## src/rtl/ssr_pkg.sv

```systemverilog
`timescale 1ns / 1ps
// ----------------------------------------------------------------------------
// Session supervisor package
// Shared codes, configuration defaults, the transition legality table and the
// structures passed between the supervisor modules.
// ----------------------------------------------------------------------------
package ssr_pkg;

  localparam int ATTEMPT_LIMIT = 16;
  localparam int DELAY_BITS    = 16;
  localparam int SEQUENCE_BITS = 32;

  localparam int CFG_DATA_W  = 16;
  localparam int CFG_INDEX_W = 3;

  localparam logic [CFG_INDEX_W-1:0] CFG_START_ENABLED = 3'd0;
  localparam logic [CFG_INDEX_W-1:0] CFG_MAX_ATTEMPTS  = 3'd1;
  localparam logic [CFG_INDEX_W-1:0] CFG_DELAY_FIRST   = 3'd2;
  localparam logic [CFG_INDEX_W-1:0] CFG_DELAY_SECOND  = 3'd3;
  localparam logic [CFG_INDEX_W-1:0] CFG_DELAY_THIRD   = 3'd4;
  localparam logic [CFG_INDEX_W-1:0] CFG_DELAY_LATER   = 3'd5;

  localparam logic        START_ENABLED_RST = 1'b1;
  localparam logic [4:0]  MAX_ATTEMPTS_RST  = 5'd5;
  localparam logic [15:0] DELAY_FIRST_RST   = 16'd1000;
  localparam logic [15:0] DELAY_SECOND_RST  = 16'd2000;
  localparam logic [15:0] DELAY_THIRD_RST   = 16'd5000;
  localparam logic [15:0] DELAY_LATER_RST   = 16'd10000;

  localparam logic [2:0] ST_DISABLED     = 3'd0;
  localparam logic [2:0] ST_DISCONNECTED = 3'd1;
  localparam logic [2:0] ST_CONNECTING   = 3'd2;
  localparam logic [2:0] ST_CONNECTED    = 3'd3;
  localparam logic [2:0] ST_STARTING     = 3'd4;
  localparam logic [2:0] ST_STREAMING    = 3'd5;
  localparam logic [2:0] ST_RECOVERING   = 3'd6;
  localparam logic [2:0] ST_FAULTED      = 3'd7;

  localparam logic [2:0] KIND_MOVE        = 3'd0;
  localparam logic [2:0] KIND_FAILURE     = 3'd1;
  localparam logic [2:0] KIND_STOP        = 3'd2;
  localparam logic [2:0] KIND_FAULT_RESET = 3'd3;
  localparam logic [2:0] KIND_TICK        = 3'd4;

  localparam logic [1:0] STATUS_REJECTED = 2'd0;
  localparam logic [1:0] STATUS_ACCEPTED = 2'd1;
  localparam logic [1:0] STATUS_ALREADY  = 2'd2;

  // Bit t of entry f is set when a move from state f to state t is allowed.
  localparam logic [7:0] LEGAL_MOVES [8] = '{
    8'h02, 8'h05, 8'hCB, 8'hD3, 8'hE3, 8'hC3, 8'h87, 8'h03
  };

  typedef struct packed {
    logic [4:0]  max_attempts;
    logic [15:0] delay_first;
    logic [15:0] delay_second;
    logic [15:0] delay_third;
    logic [15:0] delay_later;
  } cfg_t;

  typedef struct packed {
    logic [2:0] kind;
    logic [2:0] target_state;
    logic       retryable;
    logic [7:0] error_code;
    logic       has_cause;
    logic       stay_enabled;
  } event_t;

  typedef struct packed {
    logic [1:0]  status;
    logic [2:0]  from_state;
    logic [2:0]  to_state;
    logic [31:0] sequence_res;
    logic [4:0]  attempts_used;
    logic        retry_pending;
    logic        stop_flag;
    logic        error_valid;
    logic [7:0]  error_held;
    logic        retries_exhausted;
  } result_t;

  function automatic logic is_legal(input logic [2:0] from, input logic [2:0] to);
    logic [7:0] row;
    row = LEGAL_MOVES[from];
    return row[to];
  endfunction

endpackage

```

## src/rtl/ssr_if.sv

```systemverilog
`timescale 1ns / 1ps
// ----------------------------------------------------------------------------
// Session supervisor channels
// Valid/ready channels for supervisor events and for supervisor results.
// ----------------------------------------------------------------------------
interface ssr_in_if;
  logic       valid;
  logic       ready;
  logic [2:0] kind;
  logic [2:0] target_state;
  logic       retryable;
  logic [7:0] error_code;
  logic       has_cause;
  logic       stay_enabled;

  modport source (
    output valid, kind, target_state, retryable, error_code, has_cause, stay_enabled,
    input  ready
  );
  modport sink (
    input  valid, kind, target_state, retryable, error_code, has_cause, stay_enabled,
    output ready
  );
endinterface

interface ssr_out_if;
  logic        valid;
  logic        ready;
  logic [1:0]  status;
  logic [2:0]  from_state;
  logic [2:0]  to_state;
  logic [31:0] sequence_res;
  logic [4:0]  attempts_used;
  logic        retry_pending;
  logic        stop_flag;
  logic        error_valid;
  logic [7:0]  error_held;
  logic        retries_exhausted;

  modport source (
    output valid, status, from_state, to_state, sequence_res, attempts_used,
           retry_pending, stop_flag, error_valid, error_held, retries_exhausted,
    input  ready
  );
  modport sink (
    input  valid, status, from_state, to_state, sequence_res, attempts_used,
           retry_pending, stop_flag, error_valid, error_held, retries_exhausted,
    output ready
  );
endinterface

```

## src/rtl/session_supervisor_with_retry.sv

```systemverilog
`timescale 1ns / 1ps
// ----------------------------------------------------------------------------
// Session supervisor with retry
// Path: an accepted event waits in ev_reg; its result beat is held in res_reg.
// Throughput: one event per cycle unless the result channel stalls.
// Events that produce no result (idle ticks, unknown kinds) still step the core.
// Reset: synchronous; the session starts disconnected with all counters clear.
// ----------------------------------------------------------------------------
module session_supervisor_with_retry #(
  parameter int DELAY_BITS    = ssr_pkg::DELAY_BITS,
  parameter int SEQUENCE_BITS = ssr_pkg::SEQUENCE_BITS
) (
  input  logic                            clk,
  input  logic                            rst,
  input  logic                            cfg_we,
  input  logic [ssr_pkg::CFG_INDEX_W-1:0] cfg_index,
  input  logic [ssr_pkg::CFG_DATA_W-1:0]  cfg_data,
  ssr_in_if.sink                          in_ch,
  ssr_out_if.source                       out_ch
);

  ssr_pkg::cfg_t    cfg;
  ssr_pkg::event_t  ev_reg;
  ssr_pkg::result_t res;
  ssr_pkg::result_t res_reg;
  logic             ev_valid;
  logic             out_valid;
  logic             advance;
  logic             step;
  logic             emit;

  ssr_cfg u_cfg (
    .clk       (clk),
    .rst       (rst),
    .cfg_we    (cfg_we),
    .cfg_index (cfg_index),
    .cfg_data  (cfg_data),
    .cfg       (cfg)
  );

  ssr_core #(
    .DELAY_BITS    (DELAY_BITS),
    .SEQUENCE_BITS (SEQUENCE_BITS)
  ) u_core (
    .clk  (clk),
    .rst  (rst),
    .cfg  (cfg),
    .step (step),
    .ev   (ev_reg),
    .emit (emit),
    .res  (res)
  );

  assign advance     = !out_valid || out_ch.ready;
  assign step        = ev_valid && advance;
  assign in_ch.ready = !ev_valid || advance;

  always_ff @(posedge clk) begin
    if (rst) begin
      ev_valid <= 1'b0;
    end else if (in_ch.ready) begin
      ev_valid <= in_ch.valid;
    end
  end

  always_ff @(posedge clk) begin
    if (in_ch.valid && in_ch.ready) begin
      ev_reg.kind         <= in_ch.kind;
      ev_reg.target_state <= in_ch.target_state;
      ev_reg.retryable    <= in_ch.retryable;
      ev_reg.error_code   <= in_ch.error_code;
      ev_reg.has_cause    <= in_ch.has_cause;
      ev_reg.stay_enabled <= in_ch.stay_enabled;
    end
  end

  always_ff @(posedge clk) begin
    if (rst) begin
      out_valid <= 1'b0;
    end else if (advance) begin
      out_valid <= step && emit;
    end
  end

  always_ff @(posedge clk) begin
    if (step && emit) begin
      res_reg <= res;
    end
  end

  assign out_ch.valid             = out_valid;
  assign out_ch.status            = res_reg.status;
  assign out_ch.from_state        = res_reg.from_state;
  assign out_ch.to_state          = res_reg.to_state;
  assign out_ch.sequence_res      = res_reg.sequence_res;
  assign out_ch.attempts_used     = res_reg.attempts_used;
  assign out_ch.retry_pending     = res_reg.retry_pending;
  assign out_ch.stop_flag         = res_reg.stop_flag;
  assign out_ch.error_valid       = res_reg.error_valid;
  assign out_ch.error_held        = res_reg.error_held;
  assign out_ch.retries_exhausted = res_reg.retries_exhausted;

endmodule

```

## src/rtl/ssr_cfg.sv

```systemverilog
`timescale 1ns / 1ps
// ----------------------------------------------------------------------------
// Session supervisor configuration registers
// Holds the attempt limit and the backoff delays written over the config port.
// ----------------------------------------------------------------------------
module ssr_cfg (
  input  logic                           clk,
  input  logic                           rst,
  input  logic                           cfg_we,
  input  logic [ssr_pkg::CFG_INDEX_W-1:0] cfg_index,
  input  logic [ssr_pkg::CFG_DATA_W-1:0]  cfg_data,
  output ssr_pkg::cfg_t                  cfg
);

  // The start_enabled register only selects the reset state, which is fixed
  // by its reset value, so a write to it changes nothing here.
  always_ff @(posedge clk) begin
    if (rst) begin
      cfg.max_attempts <= ssr_pkg::MAX_ATTEMPTS_RST;
      cfg.delay_first  <= ssr_pkg::DELAY_FIRST_RST;
      cfg.delay_second <= ssr_pkg::DELAY_SECOND_RST;
      cfg.delay_third  <= ssr_pkg::DELAY_THIRD_RST;
      cfg.delay_later  <= ssr_pkg::DELAY_LATER_RST;
    end else if (cfg_we) begin
      case (cfg_index)
        ssr_pkg::CFG_MAX_ATTEMPTS: cfg.max_attempts <= cfg_data[4:0];
        ssr_pkg::CFG_DELAY_FIRST:  cfg.delay_first  <= cfg_data;
        ssr_pkg::CFG_DELAY_SECOND: cfg.delay_second <= cfg_data;
        ssr_pkg::CFG_DELAY_THIRD:  cfg.delay_third  <= cfg_data;
        ssr_pkg::CFG_DELAY_LATER:  cfg.delay_later  <= cfg_data;
        default: ;
      endcase
    end
  end

endmodule

```

## src/rtl/ssr_core.sv

```systemverilog
`timescale 1ns / 1ps
// ----------------------------------------------------------------------------
// Session supervisor core
// Session state registers and the combinational update for one event, giving
// the result beat that the event produces.
// ----------------------------------------------------------------------------
module ssr_core #(
  parameter int DELAY_BITS    = ssr_pkg::DELAY_BITS,
  parameter int SEQUENCE_BITS = ssr_pkg::SEQUENCE_BITS
) (
  input  logic             clk,
  input  logic             rst,
  input  ssr_pkg::cfg_t    cfg,
  input  logic             step,
  input  ssr_pkg::event_t  ev,
  output logic             emit,
  output ssr_pkg::result_t res
);

  logic [2:0]               state, state_next;
  logic [4:0]               attempts, attempts_next;
  logic                     pending, pending_next;
  logic [DELAY_BITS-1:0]    remaining, remaining_next;
  logic                     stop_req, stop_req_next;
  logic                     err_valid, err_valid_next;
  logic [7:0]               err_code, err_code_next;
  logic [SEQUENCE_BITS-1:0] seq, seq_next;

  logic        mv_do;
  logic [2:0]  mv_tgt;
  logic        mv_err;
  logic [1:0]  status;
  logic        exhausted;
  logic [4:0]  att_limit;
  logic [15:0] delay_sel;
  logic        tick_done;

  assign att_limit = (32'(attempts) < 32'(ssr_pkg::ATTEMPT_LIMIT) ||
                      32'(cfg.max_attempts) < 32'(ssr_pkg::ATTEMPT_LIMIT))
                     ? ((32'(cfg.max_attempts) < 32'(ssr_pkg::ATTEMPT_LIMIT))
                        ? cfg.max_attempts : 5'(ssr_pkg::ATTEMPT_LIMIT))
                     : 5'(ssr_pkg::ATTEMPT_LIMIT);

  always_comb begin
    case (attempts)
      5'd0:    delay_sel = cfg.delay_first;
      5'd1:    delay_sel = cfg.delay_second;
      5'd2:    delay_sel = cfg.delay_third;
      default: delay_sel = cfg.delay_later;
    endcase
  end

  assign tick_done = (remaining == '0) || (remaining == DELAY_BITS'(1));

  always_comb begin
    state_next     = state;
    attempts_next  = attempts;
    pending_next   = pending;
    remaining_next = remaining;
    stop_req_next  = stop_req;
    err_valid_next = err_valid;
    err_code_next  = err_code;
    seq_next       = seq;
    mv_do          = 1'b0;
    mv_tgt         = ev.target_state;
    mv_err         = 1'b0;
    status         = ssr_pkg::STATUS_REJECTED;
    exhausted      = 1'b0;
    emit           = 1'b0;

    case (ev.kind)
      ssr_pkg::KIND_MOVE: begin
        emit   = 1'b1;
        mv_do  = 1'b1;
        mv_err = ev.has_cause;
      end
      ssr_pkg::KIND_FAILURE: begin
        emit   = 1'b1;
        mv_do  = 1'b1;
        mv_err = 1'b1;
        mv_tgt = ssr_pkg::ST_FAULTED;
        if (ev.retryable && !stop_req) begin
          if (!ssr_pkg::is_legal(state, ssr_pkg::ST_RECOVERING) || pending) begin
            mv_tgt = ssr_pkg::ST_RECOVERING;
          end else if (attempts < att_limit) begin
            attempts_next  = attempts + 5'd1;
            pending_next   = 1'b1;
            remaining_next = DELAY_BITS'(delay_sel);
            mv_tgt         = ssr_pkg::ST_RECOVERING;
          end else begin
            exhausted = 1'b1;
          end
        end
      end
      ssr_pkg::KIND_STOP: begin
        emit           = 1'b1;
        stop_req_next  = 1'b1;
        pending_next   = 1'b0;
        remaining_next = '0;
        mv_tgt = ev.stay_enabled ? ssr_pkg::ST_DISCONNECTED : ssr_pkg::ST_DISABLED;
        if (state == mv_tgt) begin
          status = ssr_pkg::STATUS_ALREADY;
        end else begin
          mv_do = 1'b1;
        end
      end
      ssr_pkg::KIND_FAULT_RESET: begin
        emit  = 1'b1;
        mv_do = 1'b1;
        if (state != ssr_pkg::ST_FAULTED) begin
          mv_tgt = state;
        end else begin
          stop_req_next = 1'b0;
          mv_tgt        = ssr_pkg::ST_DISCONNECTED;
        end
      end
      ssr_pkg::KIND_TICK: begin
        if (pending) begin
          if (remaining != '0) begin
            remaining_next = remaining - DELAY_BITS'(1);
          end
          if (tick_done) begin
            pending_next = 1'b0;
            if (!stop_req && state == ssr_pkg::ST_RECOVERING) begin
              emit   = 1'b1;
              mv_do  = 1'b1;
              mv_tgt = ssr_pkg::ST_CONNECTING;
            end
          end
        end
      end
      default: ;
    endcase

    if (mv_do) begin
      seq_next = seq + SEQUENCE_BITS'(1);
      if (ssr_pkg::is_legal(state, mv_tgt)) begin
        status     = ssr_pkg::STATUS_ACCEPTED;
        state_next = mv_tgt;
        if (mv_err) begin
          err_valid_next = 1'b1;
          err_code_next  = ev.error_code;
        end
        if (mv_tgt == ssr_pkg::ST_STREAMING) begin
          attempts_next  = '0;
          pending_next   = 1'b0;
          remaining_next = '0;
          stop_req_next  = 1'b0;
          err_valid_next = 1'b0;
          err_code_next  = '0;
        end else if (mv_tgt == ssr_pkg::ST_DISCONNECTED &&
                     (state == ssr_pkg::ST_FAULTED || state == ssr_pkg::ST_DISABLED)) begin
          attempts_next  = '0;
          pending_next   = 1'b0;
          remaining_next = '0;
          err_valid_next = 1'b0;
          err_code_next  = '0;
          if (state == ssr_pkg::ST_DISABLED) begin
            stop_req_next = 1'b0;
          end
        end else if (mv_tgt == ssr_pkg::ST_DISABLED ||
                     mv_tgt == ssr_pkg::ST_DISCONNECTED) begin
          pending_next   = 1'b0;
          remaining_next = '0;
        end else if (mv_tgt == ssr_pkg::ST_CONNECTING) begin
          stop_req_next = 1'b0;
        end
      end
    end
  end

  always_comb begin
    res.status            = status;
    res.from_state        = state;
    res.to_state          = mv_tgt;
    res.sequence_res      = 32'(seq_next);
    res.attempts_used     = attempts_next;
    res.retry_pending     = pending_next;
    res.stop_flag         = stop_req_next;
    res.error_valid       = err_valid_next;
    res.error_held        = err_valid_next ? err_code_next : 8'd0;
    res.retries_exhausted = exhausted;
  end

  always_ff @(posedge clk) begin
    if (rst) begin
      state     <= ssr_pkg::START_ENABLED_RST ? ssr_pkg::ST_DISCONNECTED
                                              : ssr_pkg::ST_DISABLED;
      attempts  <= '0;
      pending   <= 1'b0;
      remaining <= '0;
      stop_req  <= 1'b0;
      err_valid <= 1'b0;
      err_code  <= '0;
      seq       <= '0;
    end else if (step) begin
      state     <= state_next;
      attempts  <= attempts_next;
      pending   <= pending_next;
      remaining <= remaining_next;
      stop_req  <= stop_req_next;
      err_valid <= err_valid_next;
      err_code  <= err_code_next;
      seq       <= seq_next;
    end
  end

endmodule
```

## src/flat_wrapper.sv

```systemverilog
// flat-port wrapper written by rule: the top's interface ports become plain ports
module session_supervisor_with_retry_flat 
#(
  parameter int DELAY_BITS    = ssr_pkg::DELAY_BITS,
  parameter int SEQUENCE_BITS = ssr_pkg::SEQUENCE_BITS
)
  (clk, rst, cfg_we, cfg_index, cfg_data, in_ch_valid, in_ch_kind, in_ch_target_state, in_ch_retryable, in_ch_error_code, in_ch_has_cause, in_ch_stay_enabled, in_ch_ready, out_ch_valid, out_ch_status, out_ch_from_state, out_ch_to_state, out_ch_sequence_res, out_ch_attempts_used, out_ch_retry_pending, out_ch_stop_flag, out_ch_error_valid, out_ch_error_held, out_ch_retries_exhausted, out_ch_ready);
  ssr_in_if in_ch_i ();
  ssr_out_if out_ch_i ();
  input  logic clk;
  input  logic rst;
  input  logic cfg_we;
  input  logic [ssr_pkg::CFG_INDEX_W-1:0] cfg_index;
  input  logic [ssr_pkg::CFG_DATA_W-1:0] cfg_data;
  input wire logic [$bits(in_ch_i.valid)-1:0] in_ch_valid;
  input wire logic [$bits(in_ch_i.kind)-1:0] in_ch_kind;
  input wire logic [$bits(in_ch_i.target_state)-1:0] in_ch_target_state;
  input wire logic [$bits(in_ch_i.retryable)-1:0] in_ch_retryable;
  input wire logic [$bits(in_ch_i.error_code)-1:0] in_ch_error_code;
  input wire logic [$bits(in_ch_i.has_cause)-1:0] in_ch_has_cause;
  input wire logic [$bits(in_ch_i.stay_enabled)-1:0] in_ch_stay_enabled;
  output wire logic [$bits(in_ch_i.ready)-1:0] in_ch_ready;
  output wire logic [$bits(out_ch_i.valid)-1:0] out_ch_valid;
  output wire logic [$bits(out_ch_i.status)-1:0] out_ch_status;
  output wire logic [$bits(out_ch_i.from_state)-1:0] out_ch_from_state;
  output wire logic [$bits(out_ch_i.to_state)-1:0] out_ch_to_state;
  output wire logic [$bits(out_ch_i.sequence_res)-1:0] out_ch_sequence_res;
  output wire logic [$bits(out_ch_i.attempts_used)-1:0] out_ch_attempts_used;
  output wire logic [$bits(out_ch_i.retry_pending)-1:0] out_ch_retry_pending;
  output wire logic [$bits(out_ch_i.stop_flag)-1:0] out_ch_stop_flag;
  output wire logic [$bits(out_ch_i.error_valid)-1:0] out_ch_error_valid;
  output wire logic [$bits(out_ch_i.error_held)-1:0] out_ch_error_held;
  output wire logic [$bits(out_ch_i.retries_exhausted)-1:0] out_ch_retries_exhausted;
  input wire logic [$bits(out_ch_i.ready)-1:0] out_ch_ready;
  assign in_ch_i.valid = in_ch_valid;
  assign in_ch_i.kind = in_ch_kind;
  assign in_ch_i.target_state = in_ch_target_state;
  assign in_ch_i.retryable = in_ch_retryable;
  assign in_ch_i.error_code = in_ch_error_code;
  assign in_ch_i.has_cause = in_ch_has_cause;
  assign in_ch_i.stay_enabled = in_ch_stay_enabled;
  assign in_ch_ready = in_ch_i.ready;
  assign out_ch_valid = out_ch_i.valid;
  assign out_ch_status = out_ch_i.status;
  assign out_ch_from_state = out_ch_i.from_state;
  assign out_ch_to_state = out_ch_i.to_state;
  assign out_ch_sequence_res = out_ch_i.sequence_res;
  assign out_ch_attempts_used = out_ch_i.attempts_used;
  assign out_ch_retry_pending = out_ch_i.retry_pending;
  assign out_ch_stop_flag = out_ch_i.stop_flag;
  assign out_ch_error_valid = out_ch_i.error_valid;
  assign out_ch_error_held = out_ch_i.error_held;
  assign out_ch_retries_exhausted = out_ch_i.retries_exhausted;
  assign out_ch_i.ready = out_ch_ready;
  session_supervisor_with_retry #(.DELAY_BITS(DELAY_BITS), .SEQUENCE_BITS(SEQUENCE_BITS)) u_core (.clk(clk), .rst(rst), .cfg_we(cfg_we), .cfg_index(cfg_index), .cfg_data(cfg_data), .in_ch(in_ch_i), .out_ch(out_ch_i));
endmodule
```

## config.mk

```make
export PLATFORM = sky130hd
export DESIGN_NAME = session_supervisor_with_retry_flat
export DESIGN_NICKNAME = d
export VERILOG_FILES = /design/src/rtl/ssr_pkg.sv /design/src/rtl/ssr_if.sv /design/src/rtl/session_supervisor_with_retry.sv /design/src/rtl/ssr_cfg.sv /design/src/rtl/ssr_core.sv /design/src/flat_wrapper.sv
export SDC_FILE = /design/constraint.sdc
export NUM_CORES = 1
export LEC_CHECK = 0
export BUFFER_PORTS_ARGS = -buffer_cell sky130_fd_sc_hd__buf_2
export CORE_MARGIN = 4
export CORE_UTILIZATION = 58
export CTS_CLUSTER_SIZE = 10
export DETAILED_ROUTE_END_ITERATION = 8
export PLACE_DENSITY = 0.81
export SKIP_LAST_GASP = 1
export SYNTH_ARGS = -nofsm -noshare
export SYNTH_HDL_FRONTEND = slang
export SYNTH_SLANG_ARGS = --single-unit
```

## constraint.sdc

```tcl
create_clock -name clk -period 6.75 [get_ports clk]
set_clock_uncertainty 0.1 [all_clocks]
set_input_delay 1.35 -clock clk [delete_from_list [all_inputs] [get_ports clk]]
set_output_delay 1.35 -clock clk [all_outputs]
set_load 0.03 [all_outputs]
```

# Yosys cells after proc, flatten, opt, wreduce, memory -nomap -nowiden
# Memory sizes are Yosys's and may differ from the RTL's.
# Index checks and enable logic that the tools add are counted.
[op_classes] add_sub_neg=3 order_cmp=5 n_eq_ne=19 n_mux=78 bitwise_logic=3 reduce_logical=32
[ops] cell="16-bit two-way mux" count=10
[ops] cell="16-bit one-hot mux with 3 select lines" count=2
[ops] cell="8-bit two-way mux" count=7
[ops] cell="5-bit two-way mux" count=10
[ops] cell="1-bit two-way mux" count=33
[ops] cell="32-bit by 1-bit adder with 32-bit output (second input constant)" count=1
[ops] cell="32-bit two-way mux" count=1
[ops] cell="3-bit equality test (second input constant)" count=6
[ops] cell="16-bit by 1-bit equality test with 1-bit output (second input constant)" count=1
[ops] cell="16-bit logical NOT" count=1
[ops] cell="16-bit nonzero test" count=1
[ops] cell="16-bit by 1-bit subtractor with 16-bit output (second input constant)" count=1
[ops] cell="3-bit by 2-bit equality test with 1-bit output (second input constant)" count=5
[ops] cell="3-bit two-way mux" count=4
[ops] cell="3-bit one-hot mux with 4 select lines" count=1
[ops] cell="5-bit < comparator (second input constant)" count=2
[ops] cell="2-bit AND reduction" count=5
[ops] cell="3-bit by 1-bit equality test with 1-bit output (second input constant)" count=3
[ops] cell="3-bit logical NOT" count=3
[ops] cell="2-bit two-way mux" count=4
[ops] cell="1-bit logical OR" count=7
[ops] cell="1-bit logical AND" count=6
[ops] cell="1-bit one-hot mux with 2 select lines" count=3
[ops] cell="1-bit one-hot mux with 3 select lines" count=2
[ops] cell="other kinds (16)" count=21
[totals] regBits=212 mem_bits_ro=64 inputBits=41 n_memories=1
[mem_list] memory="(name not given)" depth=8 word_bits=8 rd=1 rd_ports_with_merged_regs=0 write_ports=0 line="ssr_pkg.sv:86" text="row = LEGAL_MOVES[from];"

# Logic depth before layout (Yosys ltp)
# Gate-level depths: netlist of run 1.
[logic_depth] ltp_word=16 depth_mapped=14

# Modules after synthesis
# A second synthesis of run 1 with hierarchy kept.
[unflattened] cells_unflattened=1066 area_unflattened_um2=10652.7
[by_module_without_submodules] module="ssr_core" n_inst=1 cells_each=719 area_each_um2=5516.5 seq_area_each_um2=1341.3
[by_module_without_submodules] module="ssr_cfg" n_inst=1 cells_each=262 area_each_um2=2811.4 seq_area_each_um2=1381.3
[by_module_without_submodules] module="session_supervisor_with_retry" n_inst=1 cells_each=85 area_each_um2=2324.7 seq_area_each_um2=2262.2

# Least setup slack after synthesis of run 1
# OpenSTA, ideal clock, no wires.
[synth_timing] path_type="input to register" from="in out_ch_ready" to="reg u_core.res_reg, in the netlist u_core.out_ch.attempts_used[0] (enable)" setup_ns=0.411 t_arrival_ns=3.402 t_required_ns=6.239 path_slack_ns=2.837 path_stages=6 path_buffers=2 path_cell_list="nand2b_1 -> and2_1 -> clkbuf_1 -> clkbuf_1 -> nand2_1 -> inv_1"
[synth_via] elab_chain_cells=3
[synth_rtl] item="from (decl)" line="flat_wrapper.sv:34" text="input wire logic [$bits(out_ch_i.ready)-1:0] out_ch_ready;"
[synth_rtl] item="1-bit logical OR" line="session_supervisor_with_retry.sv:54" text="assign advance = !out_valid || out_ch.ready;"
[synth_rtl] item="1-bit logical AND" line="session_supervisor_with_retry.sv:55" text="assign step = ev_valid && advance;"
[synth_rtl] item="1-bit logical AND" line="session_supervisor_with_retry.sv:86" text="if (step && emit) begin"
[synth_rtl] item="to (signal assigned)" line="session_supervisor_with_retry.sv:87" text="res_reg <= res;"
[synth_rtl] item="to (decl)" line="session_supervisor_with_retry.sv:25" text="ssr_pkg::result_t res_reg;"
# Every way passes these cells.
# A chain may end at the register's enable or synchronous reset.

# Worst setup path in the final report of run 1
[layout_timing] from="reg u_core.u_core.attempts[4]" to="reg u_core.res_reg, in the netlist u_core.out_ch.error_held[0] (data pin)"
[layout_via] elab_chain_cells=14 word_cells_on_any_way=21 cone_classes="order compare: 2; eq/ne: 2; mux: 15; reduce/logical: 2"
[layout_rtl] item="from (decl)" line="ssr_core.sv:21" text="logic [4:0] attempts, attempts_next;"
[layout_rtl] item="from (signal assigned)" line="ssr_core.sv:198" text="attempts <= attempts_next;"
[layout_rtl] item="5-bit < comparator" line="ssr_core.sv:38" text="assign att_limit = (32'(attempts) < 32'(ssr_pkg::ATTEMPT_LIMIT) ||"
[layout_rtl] item="1-bit logical OR" line="ssr_core.sv:38"
[layout_rtl] item="5-bit two-way mux" line="ssr_core.sv:40" text="? ((32'(cfg.max_attempts) < 32'(ssr_pkg::ATTEMPT_LIMIT))"
[layout_rtl] item="5-bit < comparator (*)" line="ssr_core.sv:85" text="end else if (attempts < att_limit) begin"
[layout_rtl] item="1-bit two-way mux (*)" line="ssr_core.sv:85"
[layout_rtl] item="1-bit two-way mux (*)" line="ssr_core.sv:83" text="if (!ssr_pkg::is_legal(state, ssr_pkg::ST_RECOVERING) || pending) begin"
[layout_rtl] item="1-bit two-way mux (*)" line="ssr_core.sv:82" text="if (ev.retryable && !stop_req) begin"
[layout_rtl] item="3-bit one-hot mux with 4 select lines (*)" line="ssr_core.sv:71" text="case (ev.kind)"
[layout_rtl] item="3-bit by 1-bit equality test with 1-bit output" line="ssr_core.sv:151" text="end else if (mv_tgt == ssr_pkg::ST_DISCONNECTED &&"
[layout_rtl] item="1-bit logical AND" line="ssr_core.sv:151"
[layout_rtl] item="8-bit two-way mux / 1-bit two-way mux (equally long branches)" line="ssr_core.sv:151"
[layout_rtl] item="8-bit two-way mux / 1-bit two-way mux (equally long branches)" line="ssr_core.sv:144" text="if (mv_tgt == ssr_pkg::ST_STREAMING) begin"
[layout_rtl] item="8-bit two-way mux / 1-bit two-way mux (equally long branches)" line="ssr_core.sv:137" text="if (ssr_pkg::is_legal(state, mv_tgt)) begin"
[layout_rtl] item="8-bit two-way mux / 1-bit two-way mux (equally long branches)" line="ssr_core.sv:135" text="if (mv_do) begin"
# Mark *: on every way between the ends. The rest lies on a longest branch, timed or not. The select of a mux whose other input is x is not followed.

==> results of run 1 <==
area by class of cell:
class                   instances  area, µm²
fillers                      1315       5460
flip-flops and latches        212       4980
multi-input cells             762       4440
clock buffers                  40        692
repair buffers                110        578
well taps                     220        275
inverters                      18       67.6
clock inverters                 1       30.0
worst max-delay path by stage:
stage | from | end | depth (start not counted)
finish | u_core.u_core.attempts[4]$_SDFFE_PP0P_ | u_core.out_ch.error_held[0]$_SDFFCE_PN0P_ | 13
global route | u_core.u_core.attempts[4]$_SDFFE_PP0P_ | u_core.u_core.err_code[4]$_SDFFE_PP0P_ | 12
CTS | u_core.u_core.attempts[4]$_SDFFE_PP0P_ | u_core.u_core.err_code[4]$_SDFFE_PP0P_ | 12
detailed placement | u_core.u_core.attempts[4]$_SDFFE_PP0P_ | u_core.out_ch.error_held[3]$_SDFFCE_PN0P_ | 13
global placement | out_ch_ready | u_core.out_ch.sequence_res[3]$_DFFE_PP_ | 5
floorplan | out_ch_ready | u_core.out_ch.attempts_used[0]$_DFFE_PP_ | 6
metrics by stage:
| stage | util | instances | setup WS (ns) | instance area, µm² |
|---|---|---|---|---|
| floorplan | - | 1061 | 2.84 | 9740 |
| global placement | 0.626 | 1322 | 2.97 | 10300 |
| detailed placement | 0.626 | 1322 | 2.91 | 10300 |
| CTS | 0.670 | 1363 | 2.85 | 11100 |
| global route | 0.670 | 1363 | 2.51 | 11100 |
| finish | 0.670 | 1363 | 2.83 | 11100 |
cells in the mapped netlist (all sizes together) (3+ instances only):
cell / instances / share of area
nand2: 210 / 0.081
dfxtp: 138 / 0.28
a21oi: 99 / 0.051
edfxtp: 74 / 0.23
nor2: 71 / 0.028
clkbuf: 52 / 0.020
nand3: 50 / 0.026
o21ai: 48 / 0.025
xor2: 35 / 0.031
nor3: 25 / 0.015
or3: 21 / 0.013
xnor2: 18 / 0.016
buf: 17 / 0.0081
inv: 17 / 0.0066
a222oi: 16 / 0.016
a32o: 16 / 0.016
ha: 12 / 0.015
and3: 11 / 0.0071
nand4: 10 / 0.0064
a31oi: 8 / 0.0058
nand2b: 8 / 0.0059
nor4: 8 / 0.0073
and2: 7 / 0.0045
mux2i: 6 / 0.0062
nor4b: 6 / 0.0054
a211oi: 5 / 0.0039
a311oi: 5 / 0.0045
nor3b: 5 / 0.0044
o22ai: 5 / 0.0032
o211ai: 4 / 0.0031
o32ai: 4 / 0.0036
a21o: 3 / 0.0023
a221oi: 3 / 0.0027
nand3b: 3 / 0.0023
nor2b: 3 / 0.0019
o31a: 3 / 0.0027
o41ai: 3 / 0.0054
or3b: 3 / 0.0027
cells by family after synthesis:
family,share of synthesized area
adder cells (fa/ha/maj),0.0154
AND/OR/NAND/NOR,0.222
buffers and inverters,0.0351
multiplexers,0.00848
AO/OA/AOI/OAI,0.160
XOR/XNOR,0.0477
flip-flops,0.512
placed cells by master, fill, tap and decap left out, types with 10 or more instances in the layout:
cell type / Yosys / routed
a222oi_1: 16 / 16
edfxtp_1: 74 / 74
a32o_1: 16 / 16
clkbuf_1: 52 / 14
xnor2_1: 18 / 18
clkbuf_16: 0 / 25
nand4_1: 10 / 10
o21ai_0: 47 / 47
xor2_1: 35 / 35
inv_1: 16 / 15
nand2_1: 210 / 210
nor3_1: 23 / 23
buf_2: 12 / 99
or3_1: 21 / 21
nand3_1: 49 / 49
dfxtp_1: 138 / 138
ha_1: 12 / 12
nor2_1: 69 / 69
buf_4: 0 / 11
a21oi_1: 98 / 98
and3_1: 11 / 11
power groups by stage:
stage	clock, µW	sequential [µW]	combinational [µW]
6_report	1210	1370	168
5_1_grt	1280	1370	183
4_1_cts	1220	1370	166
3_5_place_dp	0	1390	165
3_3_place_gp	0	1390	163
2_1_floorplan	0	1390	107
critical path: stages (launching register included):
cell	delay, ns
dfxtp_1	0.43
ha_1	0.24
nor2_1	0.23
nand2_1	0.10
ha_1	0.31
a21oi_1	0.12
o21ai_0	0.14
and2_1	0.23
or4b_1	0.48
a21oi_1	0.20
nand2_1	0.19
nor2_2	0.26
nand2_1	0.29
a32o_1	0.35
layer usage:
layer / vias up / share of wire / wire length, µm / global-route usage
met5: - / 0 / 0 / 0
met3: 58 / 0.066 / 1530 / 0.0376
met2: 294 / 0.48 / 11100 / 0.395
met1: 3852 / 0.42 / 9740 / 0.319
met4: 0 / 0.029 / 673 / 0.0743
li1: 3945 / - / - / -
==> qor.yml, run 1 <==
intPower_uw: 2130
fin_crit_sh: 0.581
reg2reg_to: "u_core.out_ch.error_held[0]$_SDFFCE_PN0P_"
wl_per_cell_um: 16.9
initial_utilization: 0.589
start_kind: "register"
drt_iter0_markers: 682
hold_path_end: "u_core.u_cfg.cfg[44]$_SDFFE_PP0P_"
netlist_instances: 1061
whs_ns: 0.353
cts_buffers: 25
netSwitchingFraction: 0.224
portBuffers: 99
ios: 100
rsz0062_at_grt: "no"
grt_antenna_before_repair: 0
synth_edf_count: 74
min_path_type: "register to register"
power.share.clock: 0.441
slew_viol_final: 0
clk_latency_ns: 0.51
ctsHoldBuffers: 0
wirelength_um: 23100
grt_overflow: 0
dieArea_mm2: 0.0189
cp-end-kind: "register"
cp_max_fo: 9
grt_pass1_wl_um: 36600
clk_pin_slew_ns: 0.05
finalSetupTns_ns: 0
syn_area_mm2: 0.00974
clk_path_buf_depth: 3
power.leakage_uw: 0.00421
areaGrowthSynthToFinish_pct: 13.6
tightestPinTransition_ns: 1.17
fin_crit_ns: 3.92
power_density_mw_per_mm2: 248
async_flop_share: 0
nets: 1182
synth-seq-cells: 212
max_freq_ghz: 0.255
ys_warn_count: 0
drcViolationCount: 0
die_w_um: 138
whs_path_depth: 2
cap_violations: 0
crit_required_ns: 6.91
hp-start: "u_core.u_cfg.cfg[44]$_SDFFE_PP0P_"
grt_pass1_vias: 7437
track_usage: 0.238
ant_nets: 0
power.total_uw: 2740
synth.avg_cell_area_um2: 9.18
clock-sinks: 212
finalWeightedCongestion: 0.884
largest_register_ffs: 69
pwr-share-seq: 0.498
worstRegToRegCells: 13
regToRegSetupSlack_ns: 2.83
worstReg2RegStart: "u_core.u_core.attempts[4]$_SDFFE_PP0P_"
viasPerCell: 5.98
peakVddDrop_uv: 208
cts.repair.resized: 0
vias: 8149
cts_tree: "done"
largest-register: "u_core.u_cfg.cfg"
setup_viol: 0
synth_nets: 1114
insertedDiodeCount: 0
rows: 47
dr.pass1.iters: 7
hold_violations: 0
worstPathArrival_ns: 4.07
grt_max_degree: 63
critical_path_class: "register to register"
dp_hpwl_um: 15100
outcome: "completed"
post_cts_buffers: 0
p_switching_uw: 614
dieHeight_um: 138
synth_cell_type_count: 77
ys.flop_type: "dfxtp_1"
cts-root-buf: "clkbuf_16"
yosysSeqAreaShare: 0.512
combPwrFrac: 0.061
core_area_mm2: 0.0165
drive_above_1_share: 0.141
htreeDepth: 1
relSlewSlack: 0.221
No activity file was read; power rests on OpenSTA's default activity.
==> run 2, diff against run 1 <==
Clock period 6.75 ns to 3.9 ns, I/O delays scaled along.
==> run 2 against run 1 <==
Non-clock buffer count increased by 16. Critical endpoint is now u_core.out_ch.error_held[5]$_SDFFCE_PN0P_. Highest routed layer unchanged. Hold slack got worse by 0.0030 ns. Global-route usage up 0.56 points. Largest cell class unchanged.
==> qor.yml, run 2 (synthesis gave the netlist of run 1 again) <==
regArea_mm2: 0.00498
rows: 47
wl_per_cell_um: 17.1
multiInputGateArea_mm2: 0.00444
dieArea_mm2: 0.0189
reg2reg_to: "u_core.out_ch.error_held[5]$_SDFFCE_PN0P_"
track_usage: 0.243
worstPathArrival_ns: 3.79
finalWeightedCongestion: 0.916
cp_max_fo: 8
die_w_um: 138
cp-end-kind: "register"
core_area_mm2: 0.0165
start_kind: "register"
crit_required_ns: 4.05
vias: 8271
largest_register_ffs: 69
post_cts_buffers: 0
power.share.clock: 0.442
nets: 1198
areaGrowthSynthToFinish_pct: 15.0
rsz0062_at_grt: "no"
largest-register: "u_core.u_cfg.cfg"
netSwitchingFraction: 0.225
outcome: "completed"
worstRegToRegCells: 13
min_path_type: "input port to register"
power.leakage_uw: 0.00429
clk_pin_slew_ns: 0.05
tightestPinTransition_ns: 0.895
fin_crit_ns: 3.64
p_switching_uw: 1080
clock-sinks: 212
layout_common_cells: "nand2_1, dfxtp_1, buf_2, a21oi_1, edfxtp_1"
fillers: 1294
slew_viol_final: 0
final_area_mm2: 0.0112
ios: 100
ctsHoldBuffers: 0
layout_commonest_cell: "nand2_1"
viasPerCell: 5.99
setup_ws_ns: 0.264
htreeDepth: 1
setup_viol: 0
drt_iter0_markers: 745
peakVddDrop_uv: 326
pre_cts_slack_ns: 0.250
cap_violations: 0
worstReg2RegStart: "u_core.u_cfg.cfg[68]$_SDFFE_PP0P_"
clk_path_buf_depth: 3
regToRegSetupSlack_ns: 0.26
finalSetupTns_ns: 0
pwr-share-seq: 0.494
clk_latency_ns: 0.51
cts_tree: "done"
grt_antenna_before_repair: 0
fin_crit_sh: 0.932
max_freq_ghz: 0.275
grt_overflow: 0
critical_path_class: "register to register"
intPower_uw: 3700
combPwrFrac: 0.064
grt_pass1_wl_um: 37500
drive_above_1_share: 0.156
cts_buffers: 25
ant_nets: 0
grt_max_degree: 74
whs_path_depth: 1
wirelength_um: 23600
dieHeight_um: 138
insertedDiodeCount: 0
initial_utilization: 0.589
cts-root-buf: "clkbuf_16"
portBuffers: 99
hold_path_end: "u_core.ev_reg[13]$_DFFE_PP_"
dr.pass1.iters: 7
place_area_mm2: 0.0105
hold_violations: 0
power_density_mw_per_mm2: 426
relSlewSlack: 0.401
grt_pass1_vias: 7684
drcViolationCount: 0
dp_hpwl_um: 15400
hp-start: "in_ch_target_state[2]"
==> run 2: cell count changes in the layout (fill, tap and decap cells not counted) <==
| cell | before | now |
|---|---|---|
| nor3_2 | 1 | 2 |
| nor4b_2 | 2 | 3 |
| and2_2 | 0 | 1 |
| nand2_2 | 0 | 1 |
| inv_6 | 0 | 1 |
| nand2_1 | 210 | 209 |
| clkbuf_1 | 14 | 15 |
| nor3_1 | 23 | 22 |
| and2_1 | 7 | 6 |
| buf_4 | 11 | 27 |
| nor4b_4 | 1 | 0 |
==> run 2: how the worst max path moves through the flow <==
| stage | startpoint | to | slack [ns] | cells past startpoint |
|---|---|---|---|---|
| after detailed placement | u_core.u_cfg.cfg[68]$_SDFFE_PP0P_ | u_core.out_ch.attempts_used[2]$_DFFE_PP_ | 0.25 | 13 |
| after global routing | u_core.u_cfg.cfg[68]$_SDFFE_PP0P_ | u_core.u_core.attempts[0]$_SDFFE_PP0P_ | 0.007 | 13 |
| after global placement | u_core.u_cfg.cfg[68]$_SDFFE_PP0P_ | u_core.out_ch.error_held[4]$_SDFFCE_PN0P_ | 0.37 | 13 |
| after CTS | u_core.u_cfg.cfg[68]$_SDFFE_PP0P_ | u_core.out_ch.error_held[5]$_SDFFCE_PN0P_ | 0.22 | 13 |
| final | u_core.u_cfg.cfg[68]$_SDFFE_PP0P_ | u_core.out_ch.error_held[5]$_SDFFCE_PN0P_ | 0.26 | 13 |
| after floorplan | out_ch_ready | u_core.out_ch.attempts_used[0]$_DFFE_PP_ | 0.56 | 6 |
==> run 2: metrics by stage <==
step / instances / utilization / power, µW / hold slack (ns)
2_1_floorplan: 1061 / - / 2600 / 0.306
3_3_place_gp: 1338 / 0.633 / 2700 / 0.341
3_5_place_dp: 1338 / 0.633 / 2700 / 0.347
4_1_cts: 1381 / 0.677 / 4800 / 0.335
5_1_grt: 1381 / 0.678 / 4930 / 0.338
6_report: 1381 / 0.678 / 4770 / 0.350
==> run 2: power groups by stage <==
stage          Combinational, µW  Clock (µW)  Sequential, µW
2_1_floorplan                185           0            2410
3_3_place_gp                 292           0            2400
3_5_place_dp                 298           0            2410
4_1_cts                      301        2140            2360
5_1_grt                      331        2230            2360
6_report                     304        2110            2360
==> run 2: final cells by class <==
class	instances	area share
clock buffer	41	0.0621
clock inverter	2	0.00346
inverter	18	0.00603
multi-input combinational	762	0.396
sequential	212	0.445
tap	220	0.0246
timing repair buffer	126	0.0623
==> run 2: what timing repair did <==
action | 4_1_cts | 5_1_grt
setup endpoints to repair | 0 | 16
hold endpoints to repair | 0 | 0
gates resized for setup | 0 | 3
==> run 2: critical path: stages, from the launching register on <==
cell and delay (ns):
dfxtp_1 0.33, ha_1 0.20, nor2_1 0.21, nand2_1 0.09, ha_1 0.31, a21oi_1 0.12
o21ai_0 0.12, and2_1 0.23, or4b_1 0.48, a21oi_1 0.23, nand2_1 0.20, nor2_2 0.27
nand2_2 0.19, a32o_1 0.30
==> run 2: layer usage <==
metal	wire length (µm)	GRT usage	vias to the layer above
met3	1730	0.0365	62
met5	0	0	-
met2	11500	0.411	350
met4	716	0.0915	0
li1	-	-	3983
met1	9620	0.316	3876
